## src/rtl/triangle_tangent_space_assert.svh

```systemverilog
// Assertion macros for the tangent space block.
`ifndef TRIANGLE_TANGENT_SPACE_ASSERT_SVH
`define TRIANGLE_TANGENT_SPACE_ASSERT_SVH
`ifndef SYNTHESIS
// same-cycle implication
`define TTS_ASSERT_NOW(label, pre, post) \
   label: assert property (@(posedge clock) disable iff (reset) (pre) |-> (post)) \
      else $error("tangent space check failed");
// next-cycle implication
`define TTS_ASSERT_NEXT(label, pre, post) \
   label: assert property (@(posedge clock) disable iff (reset) (pre) |=> (post)) \
      else $error("tangent space check failed");
`else
`define TTS_ASSERT_NOW(label, pre, post)
`define TTS_ASSERT_NEXT(label, pre, post)
`endif
`endif

```

## src/rtl/tts_pkg.sv

```systemverilog
package tts_pkg;

   // input vertex
   typedef struct packed {
      logic signed [31:0] pos_x;
      logic signed [31:0] pos_y;
      logic signed [31:0] pos_z;
      logic signed [31:0] tex_u;
      logic signed [31:0] tex_v;
      logic               mesh_end;
   } req_type;

   // per-face result
   typedef struct packed {
      logic signed [15:0] tangent_x;
      logic signed [15:0] tangent_y;
      logic signed [15:0] tangent_z;
      logic signed [15:0] binormal_x;
      logic signed [15:0] binormal_y;
      logic signed [15:0] binormal_z;
      logic signed [15:0] normal_x;
      logic signed [15:0] normal_y;
      logic signed [15:0] normal_z;
      logic               degenerate;
   } rsp_type;

   // output fraction bits; the result fields are Q1.14
   localparam int OUT_FRAC_BITS = 14;

   localparam int WIDE_W    = 67;
   localparam int NORM_BITS = 30;
   localparam int SQRT_STEPS = 31;

   // multiply step numbers: face products, then the cross product
   localparam logic [4:0] PROD_LAST  = 5'd14;
   localparam logic [4:0] CROSS_LAST = 5'd20;
   localparam logic [4:0] CROSS_FIRST = 5'd14;

   localparam logic [1:0] PHASE_THIRD = 2'd2;

   typedef logic signed [WIDE_W-1:0] wide_type;
   typedef logic signed [32:0]       op_type;

   typedef enum logic [2:0] {
      TS_IDLE,
      TS_PROD,
      TS_NORM_T,
      TS_NORM_B,
      TS_CROSS,
      TS_NORM_N,
      TS_FINISH
   } top_state_type;

   typedef enum logic [2:0] {
      NS_IDLE,
      NS_SHIFT,
      NS_SQUARE,
      NS_SQRT,
      NS_LOAD,
      NS_DIV,
      NS_DONE
   } norm_state_type;

endpackage

```

## src/rtl/tts_mul.sv

```systemverilog
// Shared signed multiplier with registered product.
module tts_mul (
   input  logic             clock,
   input  tts_pkg::op_type  op_a,
   input  tts_pkg::op_type  op_b,
   output tts_pkg::wide_type prod
);

   logic signed [65:0] prod_in;
   tts_pkg::wide_type  prod_ff;

   assign prod_in = op_a * op_b;

   always_ff @(posedge clock) begin
      prod_ff <= {prod_in[65], prod_in};
   end

   assign prod = prod_ff;

endmodule

```

## config.mk

```make
export PLATFORM = sky130hd
export DESIGN_NAME = tts_mul
export DESIGN_NICKNAME = d
export VERILOG_FILES = /design/src/rtl/triangle_tangent_space_assert.svh /design/src/rtl/tts_pkg.sv /design/src/rtl/tts_mul.sv
export SDC_FILE = /design/constraint.sdc
export NUM_CORES = 2
export LEC_CHECK = 0
export CAP_MARGIN = 20
export CORE_UTILIZATION = 45
export CTS_CLUSTER_SIZE = 14
export DETAILED_ROUTE_END_ITERATION = 8
export DONT_BUFFER_PORTS = 1
export GPL_TIMING_DRIVEN = 0
export HOLD_SLACK_MARGIN = 0.05
export PLACE_DENSITY = 0.65
export SYNTH_ARGS = -nofsm -noshare
export SYNTH_HDL_FRONTEND = slang
export SYNTH_SLANG_ARGS = --single-unit
```

## constraint.sdc

```tcl
create_clock -name clock -period 12.49 [get_ports clock]
set_clock_uncertainty 0.15 [all_clocks]
set_input_delay 2.498 -clock clock [delete_from_list [all_inputs] [get_ports clock]]
set_output_delay 2.498 -clock clock [all_outputs]
set_load 0.02 [all_outputs]
```

Word-level counts from Yosys, hierarchy flattened
Cells that the tools add are included.

word-level totals
  register bits = 66
  input port bits = 67
  output and inout port bits = 67
  logic and storage cells = 2

operators by class
  multiply operators = 1

operators by type and width
  kind              number
  $mul A33 B33 Y66  1

Longest topological paths before layout
  word-level depth = 1
  gate-level depth with buffers = 29
  gate-level depth less buffers = 27

Worst setup path after synthesis
Ideal clock, no wire load.

  path kind = input-to-reg
  start = input op_a[32]
  end = register, netlist name prod[65]
  library setup time = 0.072 ns
  arrival time = 9.647 ns
  required time = 12.268 ns
  setup slack = 2.621 ns
  stages on the path = 22
  buffers on the path = 2
  cells stage by stage = clkbuf_1 > nand2_1 > inv_1 > fa_1 > fa_1 > fa_1 > fa_1 > fa_1 > fa_1 > fa_1 > inv_1 > fa_1 > inv_1 > ha_1 > clkbuf_1 > a21o_1 > a21o_1 > a221o_1 > a31oi_2 > o211ai_1 > o41ai_2 > xnor2_1

on the way
  longest elaborated chain between the ends = 1

RTL lines
  item                line           text
  start: declaration  tts_mul.sv:4   input tts_pkg::op_type op_a,
  $mul A33 B33 Y66    tts_mul.sv:12  assign prod_in = op_a * op_b;
  via prod_in[65]     tts_mul.sv:9   logic signed [65:0] prod_in;

The timed path passes the listed nets, and every way through them passes these cells.

Worst setup path after layout
  start = input op_a[32]
  end = register prod_ff[64], in the netlist prod[64]

on the way
  longest elaborated chain between the ends = 1

RTL lines
  item                    line           text
  $mul A33 B33 Y66        tts_mul.sv:12
  via prod_in[64]         tts_mul.sv:9
  end signal: assignment  tts_mul.sv:15  prod_ff <= {prod_in[65], prod_in};
  end: declaration        tts_mul.sv:10  tts_pkg::wide_type prod_ff;

The timed path passes the listed nets, and every way through them passes these cells.

==> metrics.md <==
| Metric | Value |
|---|---|
| CP Launch Point | op_a[32] |
| Row cnt | 109 |
| Unique masters post-synth | 62 |
| Die Y-Extent | 302 µm |
| Arrival time at the worst endpoint | 11.81 ns |
| Dominant cell type by area after synthesis | fa_1 |
| RSZ-0062 raised after global routing | false |
| Width of the die | 302 µm |
| Largest net degree at the start of global routing | 20 |
| Share of cells above drive strength 1 | 0.0111 |
| Core area | roughly 90000 µm² |
| Min-delay src | op_a[0] |
| Final setup violation count | 0 |
| Clock Tree Root | clkbuf_16 |
| F_max | 0.0862 GHz |
| Mapped Area | 40400 µm² |
| Status | finished, violations left |
| DRC Markers | 31 |
| First-pass GRT wire length | 217 mm |
| Async SR Flop Fraction | 0 |
| DR vias/cell | 5.43 |
| RD Place Congestion | 1.08 |
| Failing checks | design-rule violations |
| Dpl hpwl | approximately 120 mm |
| GR Overflow Total | 0 |
| Hold Vio Cnt, Final | 0 |
| Avg Inst Size Synth | 9.38 µm² |
| CTS Buffer Depth | 2 |
| Max Cap Violations | 0 |
| CTS Hold Bufs | 0 |
| Crit share post-route | 0.929 |
| Layout area overhead | 4.77% |
| Synth top area share | 0.568 |
| Synth Warn # | 0 |
| CP max FO | 17 |
| Tmin final | roughly 12 ns |
| Layout Nets | roughly 5800 |
| Yosys reg bits | 66 |
| CP endpoint kind | register |
| Fin Setup TNS | 0 ns |
| EDFF count, synth | 0 |
| First-pass detailed-route iteration total | 9 |
| Initial antenna violation count | 26 |
| Ports | about 130 |
| Vias in the first global route | 32372 |
| Initial Util | 0.455 |
| Ranking of synthesized cells by area | fa_1, inv_1, and2_1, ha_1, nand2_1 |
| Routed vias | about 30000 |
| Syn_nets | between 5000 and 6000 |
| WL/cell | 26.7 µm |
| Pins Over Slew Limit | 0 |
| Seq/Total Area, Yosys | 0.0327 |
| Total track usage | 0.341 |
| H-tree depth | 3 |
| Tightest Pin Transition | 1.26 ns |
| Post-Syn Instances | 4303 |
| Port-buffer cells | 0 |
| Resized cells post-CTS | 0 |
| Final ANT Viol Nets | 0 |
| Die Area | 90900 µm² |
| Synth Flop Type | dfxtp_1 |
| Setup bufs post-CTS | 0 |
| Initial drt markers | 2617 |
| Kind of critical path | primary input to register |
| Required time worst endpoint | 12.69 ns |
| Clock slew at reported path FFs | approximately 0.060 ns |
| # clock sinks | 66 |
| CTS tree | yes |
| Max reg flops | 66 |
| Startpoint Class | primary input |
| Slew Limit Headroom | 0.158 |
| Min-delay worst type | primary input to register |
| Final WL | 147 mm |
| Inserted Clock Buffers | 9 |
## stage by stage
step / setup WS [ns] / util / hold slack, ns / instances / cell area, µm²
after floorplan: 2.62 / - / 2.48 / 4303 / 40400
after global placement: 0.486 / 0.472 / 2.48 / 5468 / 41800
after detailed placement: 0.468 / 0.472 / 2.48 / 5471 / 41900
after CTS: 0.873 / 0.476 / 2.05 / 5487 / 42200
after global routing: 0.538 / 0.477 / 2.07 / 5491 / 42200
final: 0.885 / 0.477 / 2.07 / 5512 / 42300
## critical path, cell delays in order
cell	delay [ns]
clkbuf_1	0.81
nand2_1	0.22
inv_1	0.20
fa_1	0.52
fa_1	0.64
fa_1	0.69
fa_1	1.34
fa_1	0.59
fa_1	0.53
fa_1	0.51
inv_1	0.05
fa_1	0.47
inv_1	0.05
ha_1	0.38
a21o_1	0.21
a211o_1	0.35
or2_2	0.33
a2111oi_2	0.69
nor2_1	0.31
a21oi_1	0.26
xnor2_1	0.13
## cell type report
class / count / area [µm²]
Inverter: 1133 / 4250
Timing Repair Buffer: 7 / 98.8
Antenna cell: 21 / 52.6
Clock inverter: 5 / 62.6
Fill cell: 8566 / 46300
Tap cell: 1165 / 1460
Buffer: 222 / 845
Multi-Input combinational cell: 2882 / 34000
Sequential cell: 66 / 1320
Clock buffer: 11 / 253
## worst paths after layout
kind  depth (start not counted)                to  slack (ns)
max                          21  prod[64]$_DFF_P_        0.89
min                           1   prod[0]$_DFF_P_        2.07
## Yosys cell counts, types with 8 or more instances
cell type / number
inv_1: 1133
xor2_1: 20
o21ai_0: 37
and2_1: 562
nand4_1: 9
a21o_1: 28
xnor2_1: 55
nand3_1: 18
nand2b_1: 9
a21oi_1: 73
nand2_1: 543
nor2_1: 47
dfxtp_1: 66
a31oi_1: 9
fa_1: 1145
ha_1: 217
o21bai_1: 8
clkbuf_1: 220
## layout by cell type (no fill, tap or decap), drive strengths merged, types with 43 or more instances in the layout
| cell type | Yosys | routed |
|---|---|---|
| dfxtp | 66 | 66 |
| nand2 | 543 | 543 |
| nor2 | 47 | 47 |
| xnor2 | 55 | 55 |
| fa | 1145 | 1145 |
| o21ai | 43 | 43 |
| clkbuf | 220 | 231 |
| ha | 217 | 217 |
| and2 | 563 | 563 |
| inv | 1133 | 1133 |
| a21oi | 73 | 73 |
## routing by layer
| layer | vias to the layer above | GRT usage | share of wire |
|---|---|---|---|
| met3 | 425 | 0.118 | 0.12 |
| met1 | 15533 | 0.426 | 0.37 |
| met5 | - | 0 | 0.00077 |
| met4 | 16 | 0.174 | 0.060 |
| met2 | 1689 | 0.523 | 0.45 |
| li1 | 12274 | - | - |
## cell families (layout without fill, tap and decap cells)
kind of cell | count (synthesis) | after routing | share of synthesized area
AND/OR/NAND/NOR | 1228 | 1228 | 0.154
AO/OA/AOI/OAI | 217 | 217 | 0.0360
flip-flops | 66 | 66 | 0.0327
buffers and inverters | 1355 | 1378 | 0.126
other | 0 | 21 | 0
XOR/XNOR | 75 | 75 | 0.0163
adder cells (fa/ha/maj) | 1362 | 1362 | 0.635
Power is left out: the tool's default activity adds up to more than one toggle a clock period on the data nets, which glitch-free logic cannot reach.
