### src/rtl/triangle_tangent_space_assert.svh
// Assertion macros for the tangent space block.
`ifndef TRIANGLE_TANGENT_SPACE_ASSERT_SVH
`define TRIANGLE_TANGENT_SPACE_ASSERT_SVH
`ifndef SYNTHESIS
// same-cycle implication
`define TTS_ASSERT_NOW(label, pre, post) \
   label: assert property (@(posedge clock) disable iff (reset) (pre) |-> (post)) \
      else $error("tangent space check failed");
// next-cycle implication
`define TTS_ASSERT_NEXT(label, pre, post) \
   label: assert property (@(posedge clock) disable iff (reset) (pre) |=> (post)) \
      else $error("tangent space check failed");
`else
`define TTS_ASSERT_NOW(label, pre, post)
`define TTS_ASSERT_NEXT(label, pre, post)
`endif
`endif

### src/rtl/tts_pkg.sv
package tts_pkg;

   // input vertex
   typedef struct packed {
      logic signed [31:0] pos_x;
      logic signed [31:0] pos_y;
      logic signed [31:0] pos_z;
      logic signed [31:0] tex_u;
      logic signed [31:0] tex_v;
      logic               mesh_end;
   } req_type;

   // per-face result
   typedef struct packed {
      logic signed [15:0] tangent_x;
      logic signed [15:0] tangent_y;
      logic signed [15:0] tangent_z;
      logic signed [15:0] binormal_x;
      logic signed [15:0] binormal_y;
      logic signed [15:0] binormal_z;
      logic signed [15:0] normal_x;
      logic signed [15:0] normal_y;
      logic signed [15:0] normal_z;
      logic               degenerate;
   } rsp_type;

   // output fraction bits; the result fields are Q1.14
   localparam int OUT_FRAC_BITS = 14;

   localparam int WIDE_W    = 67;
   localparam int NORM_BITS = 30;
   localparam int SQRT_STEPS = 31;

   // multiply step numbers: face products, then the cross product
   localparam logic [4:0] PROD_LAST  = 5'd14;
   localparam logic [4:0] CROSS_LAST = 5'd20;
   localparam logic [4:0] CROSS_FIRST = 5'd14;

   localparam logic [1:0] PHASE_THIRD = 2'd2;

   typedef logic signed [WIDE_W-1:0] wide_type;
   typedef logic signed [32:0]       op_type;

   typedef enum logic [2:0] {
      TS_IDLE,
      TS_PROD,
      TS_NORM_T,
      TS_NORM_B,
      TS_CROSS,
      TS_NORM_N,
      TS_FINISH
   } top_state_type;

   typedef enum logic [2:0] {
      NS_IDLE,
      NS_SHIFT,
      NS_SQUARE,
      NS_SQRT,
      NS_LOAD,
      NS_DIV,
      NS_DONE
   } norm_state_type;

endpackage

### src/rtl/tts_norm.sv
// Iterative vector normalizer: scale, sum of squares, square root, divides.
module tts_norm #(
   parameter int OUT_FRAC_BITS = 14
) (
   input  logic                          clock,
   input  logic                          reset,
   input  logic                          start,
   input  logic                          flip,
   input  tts_pkg::wide_type             vec [3],
   output logic                          done,
   output logic                          zero,
   output logic signed [OUT_FRAC_BITS+1:0] q [3]
);

   localparam int DSTEPS = OUT_FRAC_BITS + 1;
   localparam int QW     = OUT_FRAC_BITS + 2;
   localparam int NUM_W  = tts_pkg::NORM_BITS + OUT_FRAC_BITS + 1;
   localparam int MAXC   = (DSTEPS > tts_pkg::SQRT_STEPS) ? DSTEPS : tts_pkg::SQRT_STEPS;
   localparam int CNT_W  = $clog2(MAXC + 1);
   localparam int W      = tts_pkg::WIDE_W;

   tts_pkg::norm_state_type state_ff, state_in;

   logic [W-1:0]        m_ff [3];
   logic                neg_ff [3];
   logic [59:0]         sq_ff;
   logic [61:0]         sum_ff;
   logic [61:0]         r_ff;
   logic [61:0]         bit_ff;
   logic [CNT_W-1:0]    cnt_ff;
   logic [1:0]          comp_ff;
   logic [NUM_W-1:0]    num_ff;
   logic [31:0]         rem_ff;
   logic [DSTEPS-1:0]   quo_ff;
   logic signed [QW-1:0] q_ff [3];
   logic                zero_ff;

   logic [W-1:0]        or_w;
   logic [29:0]         sq_src;
   logic [61:0]         sqrt_try;
   logic                sqrt_ge;
   logic [30:0]         len;
   logic [NUM_W-1:0]    num_load;
   logic [32:0]         trial;
   logic                div_ge;
   logic [DSTEPS-1:0]   quo_in;
   logic [DSTEPS-1:0]   quo_mag;
   logic                sqrt_last, div_last, sq_last;

   // datapath helpers
   always_comb begin
      or_w     = m_ff[0] | m_ff[1] | m_ff[2];
      sq_src   = (cnt_ff[1:0] == 2'd3) ? 30'd0 : m_ff[cnt_ff[1:0]][29:0];
      sqrt_try = r_ff + bit_ff;
      sqrt_ge  = sum_ff >= sqrt_try;
      len      = r_ff[30:0];
      num_load = (NUM_W'(m_ff[comp_ff][29:0]) << OUT_FRAC_BITS) + NUM_W'(len >> 1);
      trial    = {rem_ff, num_ff[DSTEPS-1]};
      div_ge   = trial >= 33'(len);
      quo_in   = {quo_ff[DSTEPS-2:0], div_ge};
      quo_mag  = (quo_in > (DSTEPS'(1) << OUT_FRAC_BITS)) ?
                 (DSTEPS'(1) << OUT_FRAC_BITS) : quo_in;
      sq_last   = cnt_ff == CNT_W'(3);
      sqrt_last = cnt_ff == CNT_W'(tts_pkg::SQRT_STEPS - 1);
      div_last  = cnt_ff == CNT_W'(DSTEPS - 1);
   end

   // next state
   always_comb begin
      state_in = state_ff;
      unique case (state_ff)
         tts_pkg::NS_IDLE:   if (start) state_in = tts_pkg::NS_SHIFT;
         tts_pkg::NS_SHIFT: begin
            if (or_w == '0) state_in = tts_pkg::NS_DONE;
            else if (or_w[W-1:30] == '0 && or_w[29]) state_in = tts_pkg::NS_SQUARE;
         end
         tts_pkg::NS_SQUARE: if (sq_last) state_in = tts_pkg::NS_SQRT;
         tts_pkg::NS_SQRT:   if (sqrt_last) state_in = tts_pkg::NS_LOAD;
         tts_pkg::NS_LOAD:   state_in = tts_pkg::NS_DIV;
         tts_pkg::NS_DIV: begin
            if (div_last) state_in = (comp_ff == 2'd2) ? tts_pkg::NS_DONE : tts_pkg::NS_LOAD;
         end
         tts_pkg::NS_DONE:   state_in = tts_pkg::NS_IDLE;
         default:            state_in = tts_pkg::NS_IDLE;
      endcase
   end

   // outputs
   always_comb begin
      done = state_ff == tts_pkg::NS_DONE;
      zero = zero_ff;
      q    = q_ff;
   end

   always_ff @(posedge clock) begin
      if (reset) state_ff <= tts_pkg::NS_IDLE;
      else       state_ff <= state_in;
   end

   // datapath registers
   always_ff @(posedge clock) begin
      case (state_ff)
         tts_pkg::NS_IDLE: begin
            if (start) begin
               for (int i = 0; i < 3; i++) begin
                  m_ff[i]   <= vec[i][W-1] ? W'(-vec[i]) : W'(vec[i]);
                  neg_ff[i] <= vec[i][W-1] ^ flip;
               end
               zero_ff <= 1'b0;
            end
         end
         tts_pkg::NS_SHIFT: begin
            // bring the top set bit to bit 29; right shifts truncate
            if (or_w == '0) begin
               zero_ff <= 1'b1;
            end else if (or_w[W-1:38] != '0) begin
               for (int i = 0; i < 3; i++) m_ff[i] <= m_ff[i] >> 8;
            end else if (or_w[W-1:30] != '0) begin
               for (int i = 0; i < 3; i++) m_ff[i] <= m_ff[i] >> 1;
            end else if (or_w[29:22] == '0) begin
               for (int i = 0; i < 3; i++) m_ff[i] <= m_ff[i] << 8;
            end else if (!or_w[29]) begin
               for (int i = 0; i < 3; i++) m_ff[i] <= m_ff[i] << 1;
            end else begin
               cnt_ff <= '0;
               sum_ff <= '0;
            end
         end
         tts_pkg::NS_SQUARE: begin
            // square one component per cycle, add the previous one
            sq_ff <= sq_src * sq_src;
            if (cnt_ff != '0) sum_ff <= sum_ff + 62'(sq_ff);
            cnt_ff <= cnt_ff + 1'b1;
            if (sq_last) begin
               cnt_ff <= '0;
               r_ff   <= '0;
               bit_ff <= 62'(1) << 60;
            end
         end
         tts_pkg::NS_SQRT: begin
            // one result bit per cycle
            if (sqrt_ge) begin
               sum_ff <= sum_ff - sqrt_try;
               r_ff   <= (r_ff >> 1) + bit_ff;
            end else begin
               r_ff <= r_ff >> 1;
            end
            bit_ff  <= bit_ff >> 2;
            cnt_ff  <= cnt_ff + 1'b1;
            comp_ff <= 2'd0;
         end
         tts_pkg::NS_LOAD: begin
            num_ff <= num_load;
            rem_ff <= 32'(num_load >> DSTEPS);
            quo_ff <= '0;
            cnt_ff <= '0;
         end
         tts_pkg::NS_DIV: begin
            // restoring divide, one quotient bit per cycle
            rem_ff <= div_ge ? 32'(trial - 33'(len)) : trial[31:0];
            num_ff <= num_ff << 1;
            quo_ff <= quo_in;
            cnt_ff <= cnt_ff + 1'b1;
            if (div_last) begin
               q_ff[comp_ff] <= neg_ff[comp_ff] ? -QW'(quo_mag) : QW'(quo_mag);
               comp_ff <= comp_ff + 1'b1;
            end
         end
         default: begin
         end
      endcase
   end

endmodule

### config.mk
export PLATFORM = sky130hd
export DESIGN_NAME = tts_norm
export DESIGN_NICKNAME = d
export VERILOG_FILES = /design/src/rtl/triangle_tangent_space_assert.svh /design/src/rtl/tts_pkg.sv /design/src/rtl/tts_norm.sv
export SDC_FILE = /design/constraint.sdc
export NUM_CORES = 2
export LEC_CHECK = 0
export BUFFER_PORTS_ARGS = -buffer_cell sky130_fd_sc_hd__buf_2
export CAP_MARGIN = 20
export CORE_MARGIN = 1
export CORE_UTILIZATION = 45
export CTS_BUF_LIST = sky130_fd_sc_hd__clkbuf_8
export DETAILED_ROUTE_END_ITERATION = 8
export SLEW_MARGIN = 40
export SYNTH_ARGS = -nofsm -noshare
export SYNTH_HDL_FRONTEND = slang
export SYNTH_SLANG_ARGS = --single-unit
### constraint.sdc
create_clock -name clock -period 10.83 [get_ports clock]
set_input_delay 1.083 -clock clock [delete_from_list [all_inputs] [get_ports clock]]
set_output_delay 1.083 -clock clock [all_outputs]
set_load 0.01 [all_outputs]
# == Yosys cells after proc, flatten, opt, wreduce, memory -nomap -nowiden ==
# Memories as Yosys holds them, arrays and structs flattened. A register that Yosys moved wholly into a read port is not among the register bits.
# Index checks and enable logic that the tools add are counted.
# classes
addsub,12
multipliers,1
div,0
magnitude_cmp,5
n_eq_ne,24
shifts,0
mux,86
bitwise,18
n_reduce_logical,23
# ops
op,n
$mux 67,15
$mux 62,10
$pmux 62 s2,2
$neg 67->67,3
$pmux 62 s3,1
$or 67x67->67,2
$logic_not 67->1,1
$pmux 32 s2,1
$add 61x62->62,1
$add 62x60->62,1
$add 62x62->62,1
$ge 62x62->1,1
$sub 62x62->62,1
$mul 30x30->60,1
$bwmux 48,1
$add 44x30->45,1
$logic_not 37->1,1
$reduce_bool 37->1,1
$ge 33x31->1,1
$demux 16 s2,1
$mux 16,2
$mux 32,1
$sub 32x31->32,1
$mux 30,1
other kinds (43),117
# totals
reg_bits,366
latchBits,0
mem_bits_rw,204
mem_bits_ro,0
inputBits,205
output_inout_bits,50
word_cells,185
memories,2
# memory_table
memory,depth,word_bits,rd,rd_ports_with_merged_regs,write_ports,line_no,source
m_ff,3,67,5,2,3,tts_norm.sv:24,logic [W-1:0] m_ff [3];
neg_ff,3,1,1,1,3,tts_norm.sv:25,logic neg_ff [3];

# == Logic depth before layout (Yosys ltp) ==
# An unclocked memory read counts as a cell.
# logic_depth
word_depth,12
mapped_depth,36
depth_no_buf,34

# == Least setup slack after synthesis ==
# Ideal clock, no wire load.
# synth_path
kind,flip-flop to flip-flop
startpoint,register (tool-made name)
endpoint,"register sq_ff[57], data pin"
setup_time_ns,0.265
arrival_time_ns,9.057
slack_ns,1.508
stages_incl_launch_ff,35
path_buffers,4
synth_period_minus_slack_ns,9.322
cell_sequence,dfxtp_1 clkbuf_1 buf_1 clkbuf_1 a211oi_1 a211oi_1 inv_1 clkbuf_1 nor2_1 fa_1 fa_1 fa_1 inv_1 fa_1 inv_1 fa_1 inv_1 fa_1 inv_1 fa_1 inv_1 fa_1 inv_1 ha_1 nand2_1 nor3_1 nand2_1 o21ai_0 a22oi_1 a2111oi_0 o2111ai_1 a31oi_1 o2111ai_1 a32oi_1 xor2_1
# synth_rtl
item,line_no,source
"end signal, assigned",tts_norm.sv:131,sq_ff <= sq_src * sq_src;
"end, declared",tts_norm.sv:26,logic [59:0] sq_ff;

# == Worst setup path in the final report ==
# layout_path
startpoint,register cnt_ff[0]
endpoint,"register sq_ff[56], data pin"
# layout_via
elab_chain_len,3
# layout_lines
item,line_no,source
"start, declared",tts_norm.sv:30,logic [CNT_W-1:0] cnt_ff;
"start signal, assigned",tts_norm.sv:133,cnt_ff <= cnt_ff + 1'b1;
"start signal, assigned",tts_norm.sv:149,cnt_ff <= cnt_ff + 1'b1;
"start signal, assigned",tts_norm.sv:163,cnt_ff <= cnt_ff + 1'b1;
$eq 2x2->1,tts_norm.sv:53,sq_src = (cnt_ff[1:0] == 2'd3) ? 30'd0 : m_ff[cnt_ff[1:0]][29:0];
$mux 30,tts_norm.sv:53,
$mul 30x30->60,tts_norm.sv:131,
# No other way between the ends.
# A chain may end at the register's enable or synchronous reset.

==> summary.txt <==
Yosys
  • Mapped Cells: 7,891
  • Yosys warning total: 0
  • Syn_area_per_cell: 8.77 um2
  • Synth top area share: 0.232
  • Asr flop ratio synth: 0
  • Synth Flop Type: edfxtp_1
  • Sequential fraction of the synthesis area: 0.234
  • Syn Std Cell Area: roughly 0.07 mm2
  • Commonest cells post-synth: 1,078 x inv_1, 763 x nand2_1, 699 x fa_1
  • Mapped Nets: a little over 9,000
  • Ranking of synthesized cells by area: edfxtp_1 23%, fa_1 20%, ha_1 8.9%, inv_1 5.8%, nand2_1 4.1%
  • Most common cell in the synthesized netlist: inv_1
  • Post-synth top area cell: edfxtp_1
  • Yosys cell types: 86
  • Post-synth EDFFs: roughly 540
  • Seq cells post-synth: between 500 and 600

Worst setup path
  • Most used cell, CP: fa_1
  • Slowest stage delay, CP: just under 0.6 ns
  • Worst path slowest cell: a211oi_2
  • Data arrival time of the worst path: 10.61 ns
  • Crit Path Class: reg -> reg
  • Crit path launch type: flop
  • Crit end category: flop
  • Worst reg2reg startpoint: cnt_ff[0]
  • R2r setup slk: approximately 0.75 ns
  • WP data required: 11.37 ns
  • R2R Path End: sq_ff[56]
  • Crit path max fanout: 28
  • Worst setup path startpoint: cnt_ff[0]
  • R2R cell count: 33

STA
  • Slew HR: 0.401
  • Max Clock Freq: between 90 and 100 MHz
  • Setup TNS: 0 ns
  • Fin crit share: 0.930
  • Final Setup Violations: 0
  • Worst Max-Slew Pin Slew: ~0.90 ns
  • Final slew viol count: 0
  • Final hold vios: 0
  • Clk_skew: 0.0680 ns
  • RSZ-0062 raised after global routing: no
  • Fin crit period: just over 10 ns

Route
  • First drt pass iteration count: 6
  • Number of vias in the routed layout: ~60,000
  • Vias per Instance: between 5 and 6
  • Detail Route Antenna Nets: 0
  • Initial DRC count: approximately 5,700
  • Post-detailed-routing wire length: about 230 mm
  • Residual DRC: 0
  • Routed length per instance: ~23 um

Clocking
  • Clk_lat worst skew: between 0.8 and 0.9 ns
  • Post-CTS Setup Inserts: 0
  • Clock Sinks: approximately 540
  • H-tree Lvls: 3
  • Max clock buf depth: 3
  • Root Buffer: clkbuf_8
  • CTS buffer count: between 100 and 150
  • CTS clk-pin slew, worst paths: 0.07 ns
  • Cells resized by post-CTS repair: 0
  • Clock tree from TritonCTS: done
  • Post-CTS Hold Fix Bufs: 0

Die
  • Core area: 0.152 mm2
  • # IOs: ~260
  • Chip Width: between 300 and 400 um
  • FP Rows: ~140
  • Die Ht: 394 um
  • Initial core utilization: 0.455
  • Die Area: 0.155 mm2

Worst hold path
  • Hold Crit Class: in -> reg
  • Hold path cells: 2
  • WHS Endpoint: state_ff[1]
  • Hold path start: reset

GRT
  • Largest net degree at the start of global routing: 96
  • First-pass GRT wire length: between 300 and 400 mm
  • Gr usage total: 0.295
  • Vias in the first global route: about 59,000
  • Initial antenna violation count: 11
  • Grt ovf: 0

Cells and area
  • Area added between synthesis and finish: 8.27%
  • Nets: 9,401
  • Ratio of cells with drive above 1 in the final layout: 0.0779

Place
  • GPL Wtd Cong: around 0.98
  • DP HPWL: between 150 and 200 mm
  • Number of port buffers: around 250

Run status
  • Status: finished, final reports clean

Run
  • Max-Cap Viols: 0
## sequential cells by signal (all words and copies together), names as in the netlist, named ones only
register	flops
cnt_ff	5
m_ff	201
bit_ff	31
neg_ff	3
rem_ff	32
r_ff	62
zero	1
quo_ff	14
sq_ff	59
num_ff	15
q	48
comp_ff	2
state_ff	3
sum_ff	62
## how the worst max path moves through the flow
stage                      to  depth (start not counted)  slack, ns
floorplan           sq_ff[57]                         34       1.51
global placement    sq_ff[56]                         33       0.81
detailed placement  sq_ff[56]                         33       0.76
CTS                 sq_ff[56]                         33       0.76
global route        sq_ff[58]                         31       0.10
finish              sq_ff[56]                         33       0.75
## cell type report
class	instances	area [um2]
timing repair buffer	382	2300
clock buffer	102	1400
tap	2030	2540
fill	14551	77300
clock inverter	85	597
antenna	6	15.0
multi-input combinational	5892	47800
inverter	1084	4070
sequential	542	16200
## routing by layer
| metal | part of all wire | up-vias | track usage |
|---|---|---|---|
| met1 | 0.45 | 29245 | 0.420 |
| met2 | 0.44 | 2494 | 0.458 |
| met3 | 0.075 | 449 | 0.0438 |
| met4 | 0.036 | 10 | 0.0964 |
| li1 | - | 27449 | - |
| met5 | 0.00025 | - | 0 |
## worst max-delay path, delay by kind of cell (launching register included)
family,cells,cell delay [ns]
DFF,1,0.46
AOI/OAI and AO/OA,10,2.59
xor gates and xnor gates,1,0.09
and+or+nand+nor,2,0.28
adders and majority gates,10,4.77
buffers and inverters,10,1.54
## placed cells by master, fill, tap and decap left out, types with 253 or more instances in the layout
| master | synthesis | final |
|---|---|---|
| nand2_1 | 763 | 758 |
| edfxtp_1 | 535 | 535 |
| xor2_1 | 275 | 275 |
| buf_2 | 0 | 253 |
| ha_1 | 493 | 492 |
| nor2_1 | 688 | 685 |
| a21oi_1 | 511 | 509 |
| o21ai_0 | 391 | 390 |
| fa_1 | 699 | 699 |
| inv_1 | 1078 | 1102 |
## cells by family after synthesis
| family | share of synthesized area |
|---|---|
| XOR/XNOR | 0.0646 |
| buffers and inverters | 0.0794 |
| adder cells (fa/ha/maj) | 0.291 |
| multiplexers | 0.00941 |
| AO/OA/AOI/OAI | 0.169 |
| AND/OR/NAND/NOR | 0.153 |
| flip-flops | 0.234 |
## metrics by stage
step                cell area, um2  worst slack, ns  cells  utilization  hold WS, ns
floorplan                    69200             1.51   7891            -        0.484
global placement             72900            0.809   9927        0.478        0.513
detailed placement           72900            0.755   9929        0.479        0.514
CTS                          74900            0.763  10116        0.492        0.406
global route                 75000            0.100  10122        0.492        0.448
finish                       75000            0.755  10123        0.492        0.481
Power is left out: the tool's default activity adds up to more than one toggle a clock period on the data nets, which glitch-free logic cannot reach.
